===== src/hw/rtl/mfhp_pkg.sv =====
// Shared types, constants and layout helpers for the MAC frame header parser.
package mfhp_pkg;

    localparam int PAYLOAD_MAX_DEF = 127;
    localparam int FRAME_MAX_DEF   = 127;

    localparam logic [15:0] PAN_NONE     = 16'hFFFF;
    localparam logic [7:0]  MESH_LO      = 8'h40;
    localparam logic [7:0]  MESH_HI      = 8'h7F;
    localparam logic [7:0]  NIBBLE_MASK  = 8'h0F;
    localparam logic [7:0]  PROFILE_1    = 8'h01;
    localparam logic [7:0]  PROFILE_2    = 8'h02;
    localparam logic [6:0]  COUNT_SAT    = 7'h7F;
    localparam logic [6:0]  MIN_FRAME    = 7'd2;
    localparam logic [6:0]  BEACON_PROBE = 7'd6;
    localparam logic [6:0]  PROBE_K0     = 7'd0;
    localparam logic [6:0]  PROBE_K4     = 7'd4;
    localparam logic [6:0]  PROBE_K5     = 7'd5;
    localparam logic [6:0]  POS_CTRL_LO  = 7'd0;
    localparam logic [6:0]  POS_CTRL_HI  = 7'd1;
    localparam logic [4:0]  SEQ_OFF      = 5'd2;

    localparam logic [2:0] FT_BEACON = 3'd0;
    localparam logic [2:0] FT_DATA   = 3'd1;
    localparam logic [2:0] FT_CMD    = 3'd3;

    localparam logic [1:0] CLASS_UNKNOWN = 2'd0;
    localparam logic [1:0] CLASS_BEACON  = 2'd1;
    localparam logic [1:0] CLASS_MESH    = 2'd2;

    localparam logic [1:0] MODE_SHORT = 2'd2;
    localparam logic [1:0] MODE_EXT   = 2'd3;

    typedef struct packed {
        logic [7:0] data;
        logic       last;
    } byte_item_t;

    typedef struct packed {
        logic [4:0] seq_end;
        logic [4:0] dadr_off;
        logic [4:0] span_off;
        logic [4:0] sadr_off;
        logic [4:0] hdr_len;
    } layout_t;

    typedef struct packed {
        logic [15:0] ctrl;
        logic [7:0]  seq;
        logic [15:0] dpan;
        logic [15:0] span;
        logic [63:0] daddr;
        logic [63:0] saddr;
        logic [6:0]  pos;
        logic [6:0]  pcount;
        logic [7:0]  probe0;
        logic [7:0]  probe4;
        logic [7:0]  probe5;
    } frame_t;

    localparam frame_t FRAME_CLEAR = '{
        ctrl: 16'h0000, seq: 8'h00, dpan: PAN_NONE, span: PAN_NONE,
        daddr: 64'h0, saddr: 64'h0, pos: 7'd0, pcount: 7'd0,
        probe0: 8'h00, probe4: 8'h00, probe5: 8'h00
    };

    typedef struct packed {
        logic        parse_ok;
        logic [2:0]  ftype;
        logic [1:0]  fversion;
        logic [7:0]  seq_number;
        logic [15:0] dest_pan;
        logic [15:0] source_pan;
        logic [63:0] dest_address;
        logic [63:0] source_address;
        logic [3:0]  address_modes;
        logic [5:0]  header_flags;
        logic [1:0]  protocol_class;
        logic [6:0]  payload_length;
    } result_t;

    function automatic logic [4:0] addr_len(logic [1:0] mode);
        logic [4:0] len;
        case (mode)
            MODE_SHORT: len = 5'd2;
            MODE_EXT:   len = 5'd8;
            default:    len = 5'd0;
        endcase
        return len;
    endfunction

    function automatic layout_t make_layout(logic [15:0] fcf);
        layout_t    l;
        logic [1:0] dmode;
        logic [1:0] smode;
        logic       comp;
        logic       supp;
        dmode      = fcf[11:10];
        smode      = fcf[15:14];
        comp       = fcf[6];
        supp       = fcf[8];
        l.seq_end  = SEQ_OFF + (supp ? 5'd0 : 5'd1);
        l.dadr_off = l.seq_end + (dmode[1] ? 5'd2 : 5'd0);
        l.span_off = l.dadr_off + addr_len(dmode);
        l.sadr_off = l.span_off + ((smode[1] && !comp) ? 5'd2 : 5'd0);
        l.hdr_len  = l.sadr_off + addr_len(smode);
        return l;
    endfunction

endpackage


===== src/hw/rtl/mac_frame_header_parser.sv =====
// Top level of the MAC frame header parser.
// Feed one frame byte per transaction, frame control low byte first, with s_tlast on the final
// byte; one byte is taken every cycle unless a final byte is held. Each last byte yields one
// result transaction via the input register and then the result register; parse_ok travels
// in m_tuser and a failed parse gives all-zero m_tdata. Non-final bytes are never held back
// by the output side; a final byte waits in the input register only while a previous result
// is still untaken. Bytes past FRAME_MAX are dropped, though their last mark still ends the frame.
module mac_frame_header_parser
    import mfhp_pkg::*;
#(
    parameter int PAYLOAD_MAX = PAYLOAD_MAX_DEF,
    parameter int FRAME_MAX   = FRAME_MAX_DEF
)
(
    input  logic         clk,
    input  logic         rst_n,
    input  logic         s_tvalid,
    output logic         s_tready,
    input  logic [7:0]   s_tdata,   // frame_byte[7:0]
    input  logic         s_tlast,   // frame_last
    output logic         m_tvalid,
    input  logic         m_tready,
    // ftype[2:0], fversion[4:3], seq_number[12:5], dest_pan[28:13],
    // source_pan[44:29], dest_address[108:45], source_address[172:109],
    // address_modes[176:173], header_flags[182:177], protocol_class[184:183],
    // payload_length[191:185]
    output logic [191:0] m_tdata,
    output logic         m_tuser    // parse_ok
);

    byte_item_t item;
    logic       item_valid;
    logic       advance;
    logic       load;
    frame_t     frame_done;
    result_t    result_comb;
    result_t    result_q;

    assign advance = item_valid && (!item.last || !m_tvalid || m_tready);
    assign load    = advance && item.last;

    mfhp_in_stage u_in_stage (
        .clk        (clk),
        .rst_n      (rst_n),
        .s_tvalid   (s_tvalid),
        .s_tready   (s_tready),
        .s_tdata    (s_tdata),
        .s_tlast    (s_tlast),
        .advance    (advance),
        .item_valid (item_valid),
        .item       (item)
    );

    mfhp_frame_state #(
        .FRAME_MAX (FRAME_MAX)
    ) u_frame_state (
        .clk        (clk),
        .rst_n      (rst_n),
        .advance    (advance),
        .item       (item),
        .frame_done (frame_done)
    );

    mfhp_result #(
        .PAYLOAD_MAX (PAYLOAD_MAX)
    ) u_result (
        .frame  (frame_done),
        .result (result_comb)
    );

    mfhp_out_stage u_out_stage (
        .clk        (clk),
        .rst_n      (rst_n),
        .load       (load),
        .result_in  (result_comb),
        .m_tready   (m_tready),
        .m_tvalid   (m_tvalid),
        .result_out (result_q)
    );

    assign m_tuser = result_q.parse_ok;
    assign m_tdata = {result_q.payload_length, result_q.protocol_class,
                      result_q.header_flags, result_q.address_modes,
                      result_q.source_address, result_q.dest_address,
                      result_q.source_pan, result_q.dest_pan,
                      result_q.seq_number, result_q.fversion,
                      result_q.ftype};

    a_fail_zero: assert property (@(posedge clk) disable iff (!rst_n)
        m_tvalid && !m_tuser |-> m_tdata == '0)
        else $error("failed parse carries nonzero header fields");

    a_stall_cause: assert property (@(posedge clk) disable iff (!rst_n)
        !s_tready |-> item_valid && item.last && m_tvalid && !m_tready)
        else $error("input stalled without a blocked final byte");

    a_result_source: assert property (@(posedge clk) disable iff (!rst_n)
        $rose(m_tvalid) |-> $past(load))
        else $error("result transaction without a final byte");

    a_class_code: assert property (@(posedge clk) disable iff (!rst_n)
        m_tvalid |-> m_tdata[184:183] != 2'd3)
        else $error("invalid protocol class");

endmodule


===== src/hw/rtl/mfhp_in_stage.sv =====
// Input register stage holding one frame byte transaction.
module mfhp_in_stage
    import mfhp_pkg::*;
(
    input  logic       clk,
    input  logic       rst_n,
    input  logic       s_tvalid,
    output logic       s_tready,
    input  logic [7:0] s_tdata,   // frame_byte[7:0]
    input  logic       s_tlast,
    input  logic       advance,
    output logic       item_valid,
    output byte_item_t item
);

    logic       valid_reg;
    logic       valid_next;
    byte_item_t item_reg;

    assign s_tready   = !valid_reg || advance;
    assign item_valid = valid_reg;
    assign item       = item_reg;

    always_comb
    begin
        valid_next = valid_reg;
        if (s_tready)
        begin
            valid_next = s_tvalid;
        end
    end

    always_ff @(posedge clk or negedge rst_n)
    begin
        if (!rst_n)
        begin
            valid_reg <= 1'b0;
        end
        else
        begin
            valid_reg <= valid_next;
        end
    end

    always_ff @(posedge clk)
    begin
        if (s_tready && s_tvalid)
        begin
            item_reg <= '{data: s_tdata, last: s_tlast};
        end
    end

endmodule


===== src/hw/rtl/mfhp_frame_state.sv =====
// Per-frame header state: places each byte by its position and the frame control layout.
module mfhp_frame_state
    import mfhp_pkg::*;
#(
    parameter int FRAME_MAX = FRAME_MAX_DEF
)
(
    input  logic       clk,
    input  logic       rst_n,
    input  logic       advance,
    input  byte_item_t item,
    output frame_t     frame_done
);

    localparam logic [6:0] FRAME_LIMIT = 7'(FRAME_MAX);

    frame_t     frame_reg;
    frame_t     frame_next;
    frame_t     absorbed;
    layout_t    lay;
    logic [6:0] pos;
    logic [6:0] dk_dpan;
    logic [6:0] dk_daddr;
    logic [6:0] dk_span;
    logic [6:0] dk_saddr;
    logic [6:0] dk_pay;

    assign lay        = make_layout(frame_reg.ctrl);
    assign pos        = frame_reg.pos;
    assign dk_dpan    = pos - {2'b00, lay.seq_end};
    assign dk_daddr   = pos - {2'b00, lay.dadr_off};
    assign dk_span    = pos - {2'b00, lay.span_off};
    assign dk_saddr   = pos - {2'b00, lay.sadr_off};
    assign dk_pay     = pos - {2'b00, lay.hdr_len};
    assign frame_done = absorbed;

    always_comb
    begin
        absorbed = frame_reg;
        if (pos < FRAME_LIMIT)
        begin
            absorbed.pos = pos + 7'd1;
            if (pos == POS_CTRL_LO)
            begin
                absorbed.ctrl[7:0] = item.data;
            end
            else if (pos == POS_CTRL_HI)
            begin
                absorbed.ctrl[15:8] = item.data;
            end
            else if (pos < {2'b00, lay.seq_end})
            begin
                absorbed.seq = item.data;
            end
            else if (pos < {2'b00, lay.dadr_off})
            begin
                absorbed.dpan[{dk_dpan[0], 3'b000} +: 8] = item.data;
            end
            else if (pos < {2'b00, lay.span_off})
            begin
                absorbed.daddr[{dk_daddr[2:0], 3'b000} +: 8] = item.data;
            end
            else if (pos < {2'b00, lay.sadr_off})
            begin
                absorbed.span[{dk_span[0], 3'b000} +: 8] = item.data;
            end
            else if (pos < {2'b00, lay.hdr_len})
            begin
                absorbed.saddr[{dk_saddr[2:0], 3'b000} +: 8] = item.data;
            end
            else
            begin
                if (dk_pay == PROBE_K0)
                begin
                    absorbed.probe0 = item.data;
                end
                else if (dk_pay == PROBE_K4)
                begin
                    absorbed.probe4 = item.data;
                end
                else if (dk_pay == PROBE_K5)
                begin
                    absorbed.probe5 = item.data;
                end
                if (frame_reg.pcount < COUNT_SAT)
                begin
                    absorbed.pcount = frame_reg.pcount + 7'd1;
                end
            end
        end
    end

    always_comb
    begin
        frame_next = frame_reg;
        if (advance)
        begin
            frame_next = item.last ? FRAME_CLEAR : absorbed;
        end
    end

    always_ff @(posedge clk or negedge rst_n)
    begin
        if (!rst_n)
        begin
            frame_reg <= FRAME_CLEAR;
        end
        else
        begin
            frame_reg <= frame_next;
        end
    end

endmodule


===== src/hw/rtl/mfhp_result.sv =====
// Result decode: header checks, flags, payload length cap and protocol class.
module mfhp_result
    import mfhp_pkg::*;
#(
    parameter int PAYLOAD_MAX = PAYLOAD_MAX_DEF
)
(
    input  frame_t  frame,
    output result_t result
);

    localparam logic [6:0] PAYLOAD_CAP = 7'(PAYLOAD_MAX);

    layout_t     lay;
    logic        ok;
    logic [2:0]  ft;
    logic [1:0]  smode;
    logic [15:0] span;
    logic [6:0]  plen;
    logic [7:0]  profile;
    logic [1:0]  cls;

    assign lay     = make_layout(frame.ctrl);
    assign ok      = (frame.pos >= MIN_FRAME) && (frame.pos >= {2'b00, lay.hdr_len});
    assign ft      = frame.ctrl[2:0];
    assign smode   = frame.ctrl[15:14];
    assign span    = (smode[1] && frame.ctrl[6]) ? frame.dpan : frame.span;
    assign plen    = (frame.pcount > PAYLOAD_CAP) ? PAYLOAD_CAP : frame.pcount;
    assign profile = frame.probe5 & NIBBLE_MASK;

    always_comb
    begin
        cls = CLASS_UNKNOWN;
        if (ft == FT_BEACON && plen >= BEACON_PROBE && frame.probe4 == 8'h00
            && (profile == PROFILE_1 || profile == PROFILE_2))
        begin
            cls = CLASS_BEACON;
        end
        else if (ft == FT_DATA && plen != 7'd0
                 && frame.probe0 >= MESH_LO && frame.probe0 <= MESH_HI)
        begin
            cls = CLASS_MESH;
        end
        else if (ft == FT_CMD && plen != 7'd0
                 && (span == PAN_NONE || frame.dpan == PAN_NONE))
        begin
            cls = CLASS_MESH;
        end
    end

    always_comb
    begin
        result = '0;
        if (ok)
        begin
            result.parse_ok       = 1'b1;
            result.ftype          = ft;
            result.fversion       = frame.ctrl[13:12];
            result.seq_number     = frame.seq;
            result.dest_pan       = frame.dpan;
            result.source_pan     = span;
            result.dest_address   = frame.daddr;
            result.source_address = frame.saddr;
            result.address_modes  = {smode, frame.ctrl[11:10]};
            result.header_flags   = {frame.ctrl[9], frame.ctrl[8], frame.ctrl[6],
                                     frame.ctrl[4], frame.ctrl[5], frame.ctrl[3]};
            result.protocol_class = cls;
            result.payload_length = plen;
        end
    end

endmodule


===== src/hw/rtl/mfhp_out_stage.sv =====
// Result register holding one decoded header transaction until it is taken.
module mfhp_out_stage
    import mfhp_pkg::*;
(
    input  logic    clk,
    input  logic    rst_n,
    input  logic    load,
    input  result_t result_in,
    input  logic    m_tready,
    output logic    m_tvalid,
    output result_t result_out
);

    logic    valid_reg;
    logic    valid_next;
    result_t result_reg;

    assign m_tvalid   = valid_reg;
    assign result_out = result_reg;

    always_comb
    begin
        valid_next = valid_reg;
        if (load)
        begin
            valid_next = 1'b1;
        end
        else if (m_tready)
        begin
            valid_next = 1'b0;
        end
    end

    always_ff @(posedge clk or negedge rst_n)
    begin
        if (!rst_n)
        begin
            valid_reg <= 1'b0;
        end
        else
        begin
            valid_reg <= valid_next;
        end
    end

    always_ff @(posedge clk)
    begin
        if (load)
        begin
            result_reg <= result_in;
        end
    end

endmodule

===== config.mk =====
export PLATFORM = sky130hd
export DESIGN_NAME = mac_frame_header_parser
export DESIGN_NICKNAME = d
export VERILOG_FILES = /design/src/hw/rtl/mfhp_pkg.sv /design/src/hw/rtl/mac_frame_header_parser.sv /design/src/hw/rtl/mfhp_in_stage.sv /design/src/hw/rtl/mfhp_frame_state.sv /design/src/hw/rtl/mfhp_result.sv /design/src/hw/rtl/mfhp_out_stage.sv
export SDC_FILE = /design/constraint.sdc
export NUM_CORES = 1
export LEC_CHECK = 0
export BUFFER_PORTS_ARGS = -buffer_cell sky130_fd_sc_hd__buf_2
export CAP_MARGIN = 20
export CORE_MARGIN = 2
export CORE_UTILIZATION = 45
export CTS_CLUSTER_SIZE = 14
export DETAILED_ROUTE_END_ITERATION = 10
export GPL_TIMING_DRIVEN = 0
export HOLD_SLACK_MARGIN = 0.12
export SKIP_LAST_GASP = 1
export SLEW_MARGIN = 15
export SYNTH_ARGS = -nofsm -noshare
export SYNTH_HDL_FRONTEND = slang
export SYNTH_SLANG_ARGS = --single-unit

===== constraint.sdc =====
create_clock -name clk -period 16.1 [get_ports clk]
set_input_delay 3.22 -clock clk [delete_from_list [all_inputs] [get_ports clk]]
set_output_delay 3.22 -clock clk [all_outputs]
set_load 0.05 [all_outputs]

Word-level counts from Yosys, hierarchy flattened. Cells that the tools add are included.

Output and inout port bits: 195. Input bits: 13. Register bits: 421.

Eq/ne operators: 17. Bitwise operators: 1. Muxes and demuxes: 52. Reductions and logical operators: 32. Magnitude comparators: 13. Shifts and indexed selects: 8. Add/subtract/negate cells: 21.

Operators by type and width (count): 222-bit 2-to-1 mux (2); 168-bit 2-to-1 mux (2); 64-bit 2-to-1 mux (4); 31-bit 2-to-1 mux (7); 193-bit 2-to-1 mux (1); 160-bit 2-to-1 mux (1); 144-bit 2-to-1 mux (1); 64-bit bitwise mux (2); 8-bit by 8-bit variable shift with 64-bit output (first input constant) (2); 8-bit by 8-bit variable part select with 64-bit output (2); 16-bit 2-to-1 mux (5); 8-bit 2-to-1 mux (8); 7-bit by 5-bit < comparator with 1-bit output (5); 16-bit bitwise mux (2); 16-bit equality test (second input constant) (2); 4-bit one-hot mux with 2 select lines (4); 8-bit by 6-bit variable shift with 16-bit output (first input constant) (2); 8-bit by 6-bit variable part select with 16-bit output (2); 5-bit by 4-bit adder with 5-bit output (4); 2-bit equality test (second input constant) (8); 6-bit negation with 8-bit output (2); 1-bit logical AND (15); 7-bit by 1-bit adder with 7-bit output (second input constant) (2); 7-bit by 3-bit equality test with 1-bit output (second input constant) (2); 32 further kinds (57).

Logic depth before layout (Yosys ltp). Gate-level depths: netlist of run 1.

Word-level depth: 29. Depth in mapped cells: 22.

Hierarchy. Synthesis of run 1 repeated with hierarchy kept, for this count alone.

Cell total of the unflattened synthesis: 1760. Area, all modules: 20453.4 um2.

By module, submodules not included: mfhp_frame_state (cells each 1235, area an instance 12376.9 um2, sequential area each 5595.4 um2, times used 1); mfhp_out_stage (cells each 196, area an instance 5831.8 um2, sequential area each 5820.6 um2, times used 1); mfhp_result (cells each 312, area an instance 1888.1 um2, sequential area each 0.0 um2, times used 1); mfhp_in_stage (cells each 13, area an instance 324.1 um2, sequential area each 295.3 um2, times used 1); mac_frame_header_parser (cells each 4, area an instance 32.5 um2, sequential area each 0.0 um2, times used 1).

Worst setup path after synthesis of run 1. Ideal clock, no wire load.

Path kind: input to register. Start: input m_tready. End: register u_out_stage.valid_reg, in the netlist u_out_stage.m_tvalid. Buffers on the path: 1. Arrival time: 12.468 ns. Stages: 6. Required time: 15.983 ns. Library setup time: 0.117 ns. Setup slack: 3.515 ns. Cell sequence: nor2b_1 nand2_1 nand2_1 clkbuf_1 nor2_1 or2_2.

Cells in the longest elaborated chain, start to end: 4. Elaborated cells on any way between the ends: 5.

RTL lines: from (decl) (RTL line mac_frame_header_parser.sv:22) `input logic m_tready,`; 1-bit logical OR * (RTL line mac_frame_header_parser.sv:39) `assign advance = item_valid && (!item.last || !m_tvalid || m_tready);`; 1-bit logical AND * (RTL line mac_frame_header_parser.sv:39); 1-bit logical AND * (RTL line mac_frame_header_parser.sv:40) `assign load = advance && item.last;`; via load (RTL line mac_frame_header_parser.sv:34) `logic load;`; 1-bit 2-to-1 mux / 2-bit nonzero test (equally long branches); to (signal assigned) (RTL line mfhp_out_stage.sv:42) `valid_reg <= valid_next;`; to (decl) (RTL line mfhp_out_stage.sv:14) `logic valid_reg;`.

The timed path passes the listed nets; every way through them passes the cells marked *. A chain may end at the register's enable or synchronous reset.

Worst setup path after layout of run 1.
Start: register u_frame_state.frame_reg, in the netlist u_frame_state.pos[1]. End: register u_out_stage.result_reg, in the netlist u_out_stage.result_out[163] (data pin).

Cells in the longest elaborated chain, start to end: 12. Elaborated cells on any way between the ends: 33.

RTL lines: from (decl) (RTL line mfhp_frame_state.sv:17) `frame_t frame_reg;`; from (signal assigned) (RTL line mfhp_frame_state.sv:110) `frame_reg <= frame_next;`; branches (longest 3 deep; another with 7-bit < comparator); 222-bit 2-to-1 mux * (RTL line mfhp_frame_state.sv:40) `if (pos < FRAME_LIMIT)`; 1-bit 2-to-1 mux (RTL line mfhp_pkg.sv:102) `l.seq_end = SEQ_OFF + (supp ? 5'd0 : 5'd1);`; 2-bit by 5-bit adder with 5-bit output (RTL line mfhp_pkg.sv:102); 5-bit adder (RTL line mfhp_pkg.sv:103) `l.dadr_off = l.seq_end + (dmode[1] ? 5'd2 : 5'd0);`; 5-bit by 4-bit adder with 5-bit output (RTL line mfhp_pkg.sv:104) `l.span_off = l.dadr_off + addr_len(dmode);`; 5-bit adder (RTL line mfhp_pkg.sv:105) `l.sadr_off = l.span_off + ((smode[1] && !comp) ? 5'd2 : 5'd0);`; 5-bit by 4-bit adder with 5-bit output (RTL line mfhp_pkg.sv:106) `l.hdr_len = l.sadr_off + addr_len(smode);`; 7-bit by 5-bit >= comparator with 1-bit output (RTL line mfhp_result.sv:24) `assign ok = (frame.pos >= MIN_FRAME) && (frame.pos >= {2'b00, lay.hdr_len});`; 1-bit logical AND (RTL line mfhp_result.sv:24); to (signal assigned) (RTL line mfhp_out_stage.sv:50) `result_reg <= result_in;`; to (decl) (RTL line mfhp_out_stage.sv:16) `result_t result_reg;`.

Mark *: on every way between the ends. The select of a mux whose other input is x is not followed.

==> results.sh, run 1 <==
export IMPL_outcome="finished clean"
export IMPL_track_usage_pct=28.0
export IMPL_grt_pass1_vias=16000
export IMPL_arrival_ps=8540
export IMPL_core_mm2=0.0441
export IMPL_setup_violations=0
export IMPL_hp_class="reg -> reg"
export IMPL_die_h_um=215
export IMPL_worst_slack_ps=7820
export IMPL_vias=16800
export IMPL_dieArea_mm2=0.0463
export IMPL_p_per_area_mw_per_mm2=146
export IMPL_cts_clk_slew_worst_paths_ps=60
export IMPL_clk_latency_ps=580
export IMPL_die_w_um=215
export IMPL_async_flop_share_pct=51.3
export IMPL_min_from="u_frame_state.frame_reg[141]"
export IMPL_yosys_area_top_type="edfxtp_1"
export IMPL_synth_edff_count=202
export IMPL_start_util_pct=45.5
export IMPL_worstReg2RegEnd="u_out_stage.result_out[163]"
export IMPL_drc=0
export IMPL_place_ws_ps=7980
export IMPL_row_count=77
export IMPL_ys_seq_area_share_pct=57.0
export IMPL_crit_required_ps=16360
export IMPL_crit_family="buffers and inverters"
export IMPL_grt_pass1_wl_mm=98.4
export IMPL_nNetsFinal=2289
export IMPL_layout_commonest_cell="nand2_1"
export IMPL_cp_max_fo=11
export IMPL_crit_slowest_cell="clkbuf_1"
export IMPL_ant_nets=0
export IMPL_io_buffer_count=207
export IMPL_min_to="u_frame_state.frame_reg[141]"
export IMPL_hold_violations=0
export IMPL_min_period_ps=8280
export IMPL_drt_iter0_drc=1770
export IMPL_r2r_start="u_frame_state.pos[1]"
export IMPL_numCtsBuffers=46
export IMPL_cts_resized=0
export IMPL_cts_buffer_depth=3
export IMPL_slew_violations=0
export IMPL_min_path_cells=2
export IMPL_avgSynthCellArea_um2=10.2
export IMPL_cp_cell_sequence="inv_1 -> ha_1 -> nor4b_4 -> clkbuf_1 -> mux2i_1 -> nand2_1 -> ha_1 -> inv_1 -> ha_1 -> inv_1 -> fa_1 -> ha_1 -> a21o_1 -> a21o_1 -> a21o_1 -> a21oi_1 -> o211a_1 -> clkbuf_1 -> clkbuf_1 -> clkbuf_1 -> a21oi_1"
export IMPL_largest_reg_flops=204
export IMPL_antenna_cells=0
export IMPL_synth_cell_types=78
export IMPL_drt_wl_total_mm=65.4
export IMPL_synth_nets=2025
export IMPL_cts_sinks=415
export IMPL_synthCells=1971
export IMPL_drive_gt1_share_pct=16.9
export IMPL_startpoint="u_frame_state.pos[1]"
export IMPL_cts_tree="built"
export IMPL_hold_buffers=0
export IMPL_crit_path_start_kind="flip-flop"
export IMPL_ff2ff_path_depth=21
export IMPL_post_cts_buffers=0
export IMPL_max_freq_ghz=0.121
export IMPL_cts_root_buf="clkbuf_16"
export IMPL_grt_overflow=0
export IMPL_fin_skew_ps=18.7
export IMPL_critPathKind="reg -> reg"
export IMPL_max_stage_delay_ps=880
export IMPL_reg2reg_slack_ps=7820
export IMPL_num_fill_cells=4045
export IMPL_via_per_inst=5.86
export IMPL_vdd_drop_max_mv=0.0879
export IMPL_maxSlewHeadroom_pct=16.6
export IMPL_gp_congestion=0.916
export IMPL_synth_main_ff_cell="edfxtp_1"
export IMPL_firstDrtPassIters=6
export IMPL_maxCapViolations=0
export IMPL_end_kind="flip-flop"
export IMPL_total_leakage_power_nw=9.57
export IMPL_dpl_hpwl_mm=45.7
export IMPL_wire_per_inst_um=22.9
export IMPL_synth_yosys_warnings=0
export IMPL_layout_common_cells="328 x nand2_1, 221 x buf_2, 202 x edfxtp_1, 196 x nor2_1, 181 x dfrtp_1"
export IMPL_antenna_found_initial=0
export IMPL_area_growth_pct=17.9
export IMPL_io_pins=208
export IMPL_crit_buf_inv=7
export IMPL_syn_area_mm2=0.0201
export IMPL_synthTopCellsByArea="edfxtp_1 30%, dfrtp_1 23%, nand2_1 6.1%"
export IMPL_fin_crit_sh_pct=51.4
export IMPL_tightest_slew_ps=1250
export IMPL_ys_seq_elements=415
export IMPL_rsz0062_at_grt="no"
export IMPL_synth_top_area_share_pct=30.2
export IMPL_htreeDepth=2
export IMPL_grt_max_degree=101
export IMPL_setup_tns_ps=0
-- synthesized netlist by cell type (4+ instances only) --
master,number
nand2_1,328
edfxtp_1,202
nor2_1,197
dfrtp_1,181
a21oi_1,166
o21ai_0,145
clkbuf_1,122
mux2i_1,77
a22oi_1,67
nand3_1,40
ha_1,37
a22o_1,35
dfstp_2,32
inv_1,31
nor2b_1,25
or2_2,20
nor3_1,19
a21boi_0,17
and3_1,16
o221ai_1,16
and2_1,15
buf_2,15
nand4_1,14
a31oi_1,10
nor4_1,10
a32o_1,9
o21a_1,9
o21ai_1,9
nand2b_1,7
xnor2_1,7
a21o_1,5
buf_1,5
o22ai_1,5
fa_1,4
nand3b_1,4
nor3b_1,4
o211ai_1,4
or3_1,4
xor2_1,4
-- worst register-to-register path: cells and delay by family (launching register included) --
family / cells / cell delay [ps]
compound gates: 6 / 1100
buf+inv: 7 / 3330
simple gates: 2 / 630
flops: 1 / 670
fa+ha+maj: 5 / 1680
mux: 1 / 550
-- per-layer routing --
metal	routed length (um)	vias up	GRT usage [%]	share of wire, %
li1	-	7587	-	-
met1	28000	8278	39.2	43
met2	30000	778	43.9	46
met3	5190	139	4.67	7.9
met4	2260	0	10.5	3.4
met5	0	-	0	0
-- cell type report --
class | instances | area, um2 | area share, %
inverters | 32 | 120 | 0.507
clock buffers | 52 | 1200 | 5.09
multi-input cells | 1380 | 7960 | 33.6
repair buffers | 216 | 1260 | 5.31
well taps | 592 | 741 | 3.13
clock inverters | 33 | 393 | 1.66
plain buffers | 144 | 568 | 2.40
flip-flops and latches | 415 | 11400 | 48.3
-- power breakdown --
group	switching (mW)	leakage, nW	internal, mW
clock	0.450	0.758	0.669
combinational	0.763	4.02	0.250
sequential	0.0660	4.80	1.26
-- logic make-up (layout without fill, tap and decap cells) --
family / Yosys count / in the layout / synth area share (%)
buffers and inverters: 176 / 477 / 3.43
DFF: 415 / 415 / 57.0
muxes: 81 / 81 / 4.12
AOI/OAI and AO/OA: 521 / 521 / 16.0
adders and majority gates: 41 / 41 / 2.71
xor gates and xnor gates: 11 / 11 / 0.480
and+or+nand+nor: 725 / 725 / 16.3
other: 1 / 1 / 0.0187
-- worst max path at each step --
stage,end,depth (start not counted),slack (ps)
after floorplan,u_out_stage.m_tvalid,6,3520
after global placement,u_out_stage.m_tvalid,7,-50
after detailed placement,u_out_stage.result_out[163],21,7980
after CTS,u_out_stage.result_out[163],21,7970
after global routing,u_out_stage.result_out[163],21,7590
final,u_out_stage.result_out[163],21,7820
-- through the flow --
stage	hold slack [ps]	area (um2)	utilization [%]	std cells	total power, mW
floorplan	442	20100	-	1971	2.00
CTS	478	23700	53.7	2864	3.45
global placement	453	21900	49.5	2770	2.32
finish	481	23700	53.7	2864	3.45
detailed placement	464	22100	50.0	2779	2.33
global route	502	23700	53.7	2864	3.60
Note: power is estimated with default switching activity, not from simulation.
==> run 2: changes to the inputs <==
clock period = 8.45 ns   (was 16.1 ns; I/O delays follow)
==> run 2 against run 1 <==
Maximum frequency up 4.4%; critical path depth unchanged; setup slack worse by 7300 ps; largest power group unchanged; highest routed layer unchanged.
==> results.sh, run 2 (synthesis results as in run 1) <==
export IMPL_outcome="finished clean"
export IMPL_cts_buffer_depth=3
export IMPL_vdd_drop_max_mv=0.246
export IMPL_p_per_area_mw_per_mm2=270
export IMPL_ant_nets=0
export IMPL_max_stage_delay_ps=740
export IMPL_total_leakage_power_nw=9.46
export IMPL_drt_iter0_drc=1492
export IMPL_startpoint="u_frame_state.pos[1]"
export IMPL_dpl_hpwl_mm=45.8
export IMPL_track_usage_pct=27.9
export IMPL_io_pins=208
export IMPL_drc=0
export IMPL_nNetsFinal=2287
export IMPL_cts_tree="built"
export IMPL_crit_slowest_cell="clkbuf_1"
export IMPL_numCtsBuffers=44
export IMPL_crit_required_ps=8700
export IMPL_hp_class="reg -> reg"
export IMPL_end_kind="flip-flop"
export IMPL_antenna_found_initial=0
export IMPL_maxCapViolations=0
export IMPL_min_period_ps=7930
export IMPL_setup_tns_ps=0
export IMPL_die_w_um=215
export IMPL_via_per_inst=5.84
export IMPL_critPathKind="reg -> reg"
export IMPL_firstDrtPassIters=6
export IMPL_min_from="u_frame_state.frame_reg[137]"
export IMPL_cts_resized=0
export IMPL_grt_pass1_wl_mm=97.3
export IMPL_fin_skew_ps=17.5
export IMPL_die_h_um=215
export IMPL_cts_root_buf="clkbuf_16"
export IMPL_hold_buffers=0
export IMPL_grt_overflow=0
export IMPL_core_mm2=0.0441
export IMPL_crit_family="buffers and inverters"
export IMPL_io_buffer_count=207
export IMPL_reg2reg_slack_ps=520
export IMPL_largest_reg_flops=204
export IMPL_layout_commonest_cell="nand2_1"
export IMPL_htreeDepth=2
export IMPL_fin_total_pwr_mw=6.32
export IMPL_start_util_pct=45.5
export IMPL_row_count=77
export IMPL_arrival_ps=8180
export IMPL_vias=16700
export IMPL_drive_gt1_share_pct=16.0
export IMPL_slew_violations=0
export IMPL_crit_buf_inv=7
export IMPL_cts_clk_slew_worst_paths_ps=60
export IMPL_area_growth_pct=16.6
export IMPL_fin_crit_sh_pct=93.8
export IMPL_rsz0062_at_grt="no"
export IMPL_layout_common_cells="328 x nand2_1, 221 x buf_2, 202 x edfxtp_1, 196 x nor2_1, 181 x dfrtp_1"
export IMPL_dieArea_mm2=0.0463
export IMPL_r2r_start="u_frame_state.pos[1]"
export IMPL_max_freq_ghz=0.126
export IMPL_gp_congestion=0.929
export IMPL_cp_cell_sequence="inv_1 -> ha_1 -> nor4b_4 -> clkbuf_1 -> mux2i_1 -> nand2_1 -> ha_1 -> inv_1 -> ha_1 -> inv_1 -> fa_1 -> ha_1 -> a21o_1 -> a21o_1 -> a21o_1 -> a21oi_1 -> o211a_1 -> clkbuf_1 -> clkbuf_1 -> clkbuf_1 -> a21oi_1"
export IMPL_setup_violations=0
export IMPL_cts_sinks=415
export IMPL_grt_pass1_vias=16000
export IMPL_hold_violations=0
export IMPL_tightest_slew_ps=1200
export IMPL_grt_max_degree=95
export IMPL_drt_wl_total_mm=65.3
export IMPL_antenna_cells=0
export IMPL_crit_path_start_kind="flip-flop"
export IMPL_maxSlewHeadroom_pct=20.0
export IMPL_clk_latency_ps=590
export IMPL_post_cts_buffers=0
export IMPL_cp_max_fo=11
export IMPL_wire_per_inst_um=22.8
run 2: changes by cell type in the layout (fill, tap and decap cells not counted), sizes merged:
cell / change
bufinv: -6
clkbuf: +8
clkinv: +2
clkinvlp: -7
run 2: stage by stage:
step | utilization [%] | hold slack [ps] | instances | cell area [um2] | setup WS (ps)
floorplan | - | 442 | 1971 | 20100 | 781
global placement | 49.5 | 453 | 2770 | 21900 | -1460
detailed placement | 50.0 | 465 | 2778 | 22100 | 353
CTS | 53.0 | 479 | 2860 | 23400 | 296
global route | 53.1 | 503 | 2861 | 23400 | 325
finish | 53.1 | 478 | 2861 | 23400 | 523
run 2: worst paths after layout:
| path | to | depth (start not counted) |
|---|---|---|
| setup / recovery | u_out_stage.result_out[163] | 21 |
| hold / removal | u_frame_state.frame_reg[137] | 2 |
| setup reg to reg | u_out_stage.result_out[163] | 21 |
| hold reg to reg | u_frame_state.frame_reg[137] | 2 |
| max in group asynchronous | u_frame_state.frame_reg[203] | 2 |
| min in group asynchronous | u_frame_state.frame_reg[67] | 1 |
run 2: worst register-to-register path, cell delays in order, from the launching register on:
cell and delay (ps):
dfrtp_1 660, inv_1 250, ha_1 330, nor4b_4 500, clkbuf_1 620, mux2i_1 520, nand2_1 110, ha_1 290
inv_1 40, ha_1 300, inv_1 70, fa_1 560, ha_1 230, a21o_1 160, a21o_1 170, a21o_1 170
a21oi_1 170, o211a_1 190, clkbuf_1 730, clkbuf_1 580, clkbuf_1 740, a21oi_1 240
run 2: where the power goes:
part           switching (mW)  internal (mW)  leakage (nW)
combinational            1.46          0.480          4.01
clock                   0.815           1.05         0.651
sequential              0.124           2.39          4.79
run 2: layout make-up:
type	instances	area [um2]
buffer	144	568
multi-input combinational	1380	7960
inverter	32	120
timing repair buffer	216	1240
clock buffer	60	1190
sequential	415	11400
fill	4000	20700
clock inverter	22	161
tap	592	741
run 2: routing by layer:
layer  share of wire [%]  global-route usage [%]  vias to the layer above
met5                   0                       0                        -
met4                 4.6                    13.0                        0
met3                 8.9                    7.35                      160
met2                  45                    42.5                      771
met1                  41                    37.3                     8202
li1                    -                       -                     7586
==> run 3: changes to the inputs <==
BUFFER_PORTS_ARGS = -buffer_cell sky130_fd_sc_hd__buf_4   (was -buffer_cell sky130_fd_sc_hd__buf_2)
==> run 3 against run 2 <==
Flip-flop and latch count did not move; sequential share of layout area fell by 1.2 points; setup slack got worse by 200 ps; critical path type unchanged; critical path depth did not move; clock power rose by 2%; highest routed layer unchanged; worst hold slack got worse by 2.5 ps; clock skew fell by 2.7 ps; power rose by 1.5%; sequential power barely moved; non-clock buffer count did not move.
==> results.sh, run 3 (synthesis results as in run 1) <==
export IMPL_final_util_pct=54.4
export IMPL_min_path_cells=2
export IMPL_post_cts_buffers=0
export IMPL_row_count=77
export IMPL_min_period_ps=8130
export IMPL_drc=0
export IMPL_hold_violations=0
export IMPL_post_place_cells=2779
export IMPL_arrival_ps=8390
export IMPL_via_per_inst=5.84
export IMPL_min_from="u_frame_state.frame_reg[137]"
export IMPL_ant_nets=0
export IMPL_dpl_hpwl_mm=46.0
export IMPL_die_h_um=215
export IMPL_antenna_found_initial=0
export IMPL_maxCapViolations=0
export IMPL_layout_common_cells="328 x nand2_1, 206 x buf_4, 202 x edfxtp_1, 196 x nor2_1, 181 x dfrtp_1"
export IMPL_drt_wl_total_mm=65.8
export IMPL_cts_clk_slew_worst_paths_ps=60
export IMPL_placed_area_mm2=0.0226
export IMPL_die_w_um=215
export IMPL_fin_crit_sh_pct=96.2
export IMPL_fin_skew_ps=14.8
export IMPL_clk_latency_ps=580
export IMPL_wire_per_inst_um=23.0
export IMPL_htreeDepth=2
export IMPL_slew_violations=0
export IMPL_r2r_start="u_frame_state.pos[1]"
export IMPL_reg2reg_slack_ps=320
export IMPL_crit_path_start_kind="flip-flop"
export IMPL_critPathKind="reg -> reg"
export IMPL_crit_required_ps=8710
export IMPL_max_freq_ghz=0.123
export IMPL_maxSlewHeadroom_pct=21.0
export IMPL_firstDrtPassIters=6
export IMPL_io_buffer_count=207
export IMPL_cts_resized=0
export IMPL_cts_buffer_depth=3
export IMPL_min_to="u_frame_state.frame_reg[137]"
export IMPL_grt_pass1_vias=16000
export IMPL_fin_total_pwr_mw=6.41
export IMPL_cp_max_fo=11
export IMPL_cts_tree="built"
export IMPL_total_leakage_power_nw=9.66
export IMPL_largest_reg_flops=204
export IMPL_grt_overflow=0
export IMPL_vdd_drop_max_mv=0.176
export IMPL_grt_pass1_wl_mm=98.6
export IMPL_gp_congestion=0.914
export IMPL_dieArea_mm2=0.0463
export IMPL_drive_gt1_share_pct=16.1
export IMPL_end_kind="flip-flop"
export IMPL_cts_sinks=415
export IMPL_layout_commonest_cell="nand2_1"
export IMPL_hp_class="reg -> reg"
export IMPL_outcome="finished clean"
export IMPL_hold_buffers=0
export IMPL_worstReg2RegEnd="u_out_stage.result_out[163]"
export IMPL_final_cells=2863
export IMPL_start_util_pct=45.5
export IMPL_rsz0062_at_grt="no"
export IMPL_numCtsBuffers=45
export IMPL_nNetsFinal=2288
export IMPL_core_mm2=0.0441
export IMPL_fin_area_mm2=0.0240
export IMPL_cts_root_buf="clkbuf_16"
export IMPL_p_per_area_mw_per_mm2=267
export IMPL_drt_iter0_drc=1742
export IMPL_antenna_cells=0
export IMPL_track_usage_pct=28.0
export IMPL_ff2ff_path_depth=21
export IMPL_setup_violations=0
export IMPL_grt_max_degree=98
export IMPL_tightest_slew_ps=1190
export IMPL_io_pins=208
export IMPL_area_growth_pct=19.6
export IMPL_vias=16700
run 3: cell count changes in the layout (fill, tap and decap cells not counted), sizes merged:
cell	before	now
inv	33	32
clkinv	17	16
clkinvlp	2	0
bufinv	2	1
clkbuf	183	190
run 3: layout make-up:
cell class | instances | area (um2)
clock inverter | 17 | 106
inverter | 32 | 120
fill | 3988 | 20100
buffer | 144 | 568
multi-input combinational | 1380 | 7960
timing repair buffer | 216 | 1780
sequential | 415 | 11400
tap | 592 | 741
clock buffer | 67 | 1300
run 3: power by group:
| group | switching (mW) | total (mW) | leakage [nW] | internal [mW] |
|---|---|---|---|---|
| Clock | 0.817 | 1.91 | 0.688 | 1.10 |
| Combinational | 1.45 | 1.97 | 4.17 | 0.523 |
| Sequential | 0.132 | 2.53 | 4.79 | 2.39 |
run 3: how the worst max path moves through the flow:
stage / from / to / cells after the start
floorplan: m_tready / u_out_stage.m_tvalid / 6
finish: u_frame_state.pos[1] / u_out_stage.result_out[163] / 21
global placement: m_tready / u_out_stage.m_tvalid / 7
global route: u_frame_state.pos[1] / u_out_stage.result_out[163] / 21
CTS: u_frame_state.pos[1] / u_out_stage.result_out[163] / 21
detailed placement: u_frame_state.pos[1] / u_out_stage.result_out[9] / 21
run 3: worst max-delay path, stage by stage, from the launching register on:
cell	delay, ps
dfrtp_1	670
inv_1	250
ha_1	340
nor4b_4	510
clkbuf_1	610
mux2i_1	480
nand2_1	110
ha_1	290
inv_1	40
ha_1	300
inv_1	60
fa_1	530
ha_1	220
a21o_1	160
a21o_1	170
a21o_1	170
a21oi_1	190
o211a_1	190
clkbuf_1	670
clkbuf_1	910
clkbuf_1	700
a21oi_1	210
run 3: per-layer routing:
metal  GRT usage, %  part of all wire, %  vias to the layer above
met3           4.60                  7.7                      136
met5              0                    0                        -
met2           44.8                   47                      745
li1               -                    -                     7576
met1           38.4                   42                     8263
met4           10.8                  3.7                        0
run 3: stage by stage:
stage / hold slack (ps) / worst slack (ps) / setup TNS (ps)
2_1_floorplan: 442 / 781 / 0
3_3_place_gp: 453 / -1640 / -294860
3_5_place_dp: 464 / 359 / 0
4_1_cts: 478 / 368 / 0
5_1_grt: 502 / 84.3 / 0
6_report: 476 / 322 / 0
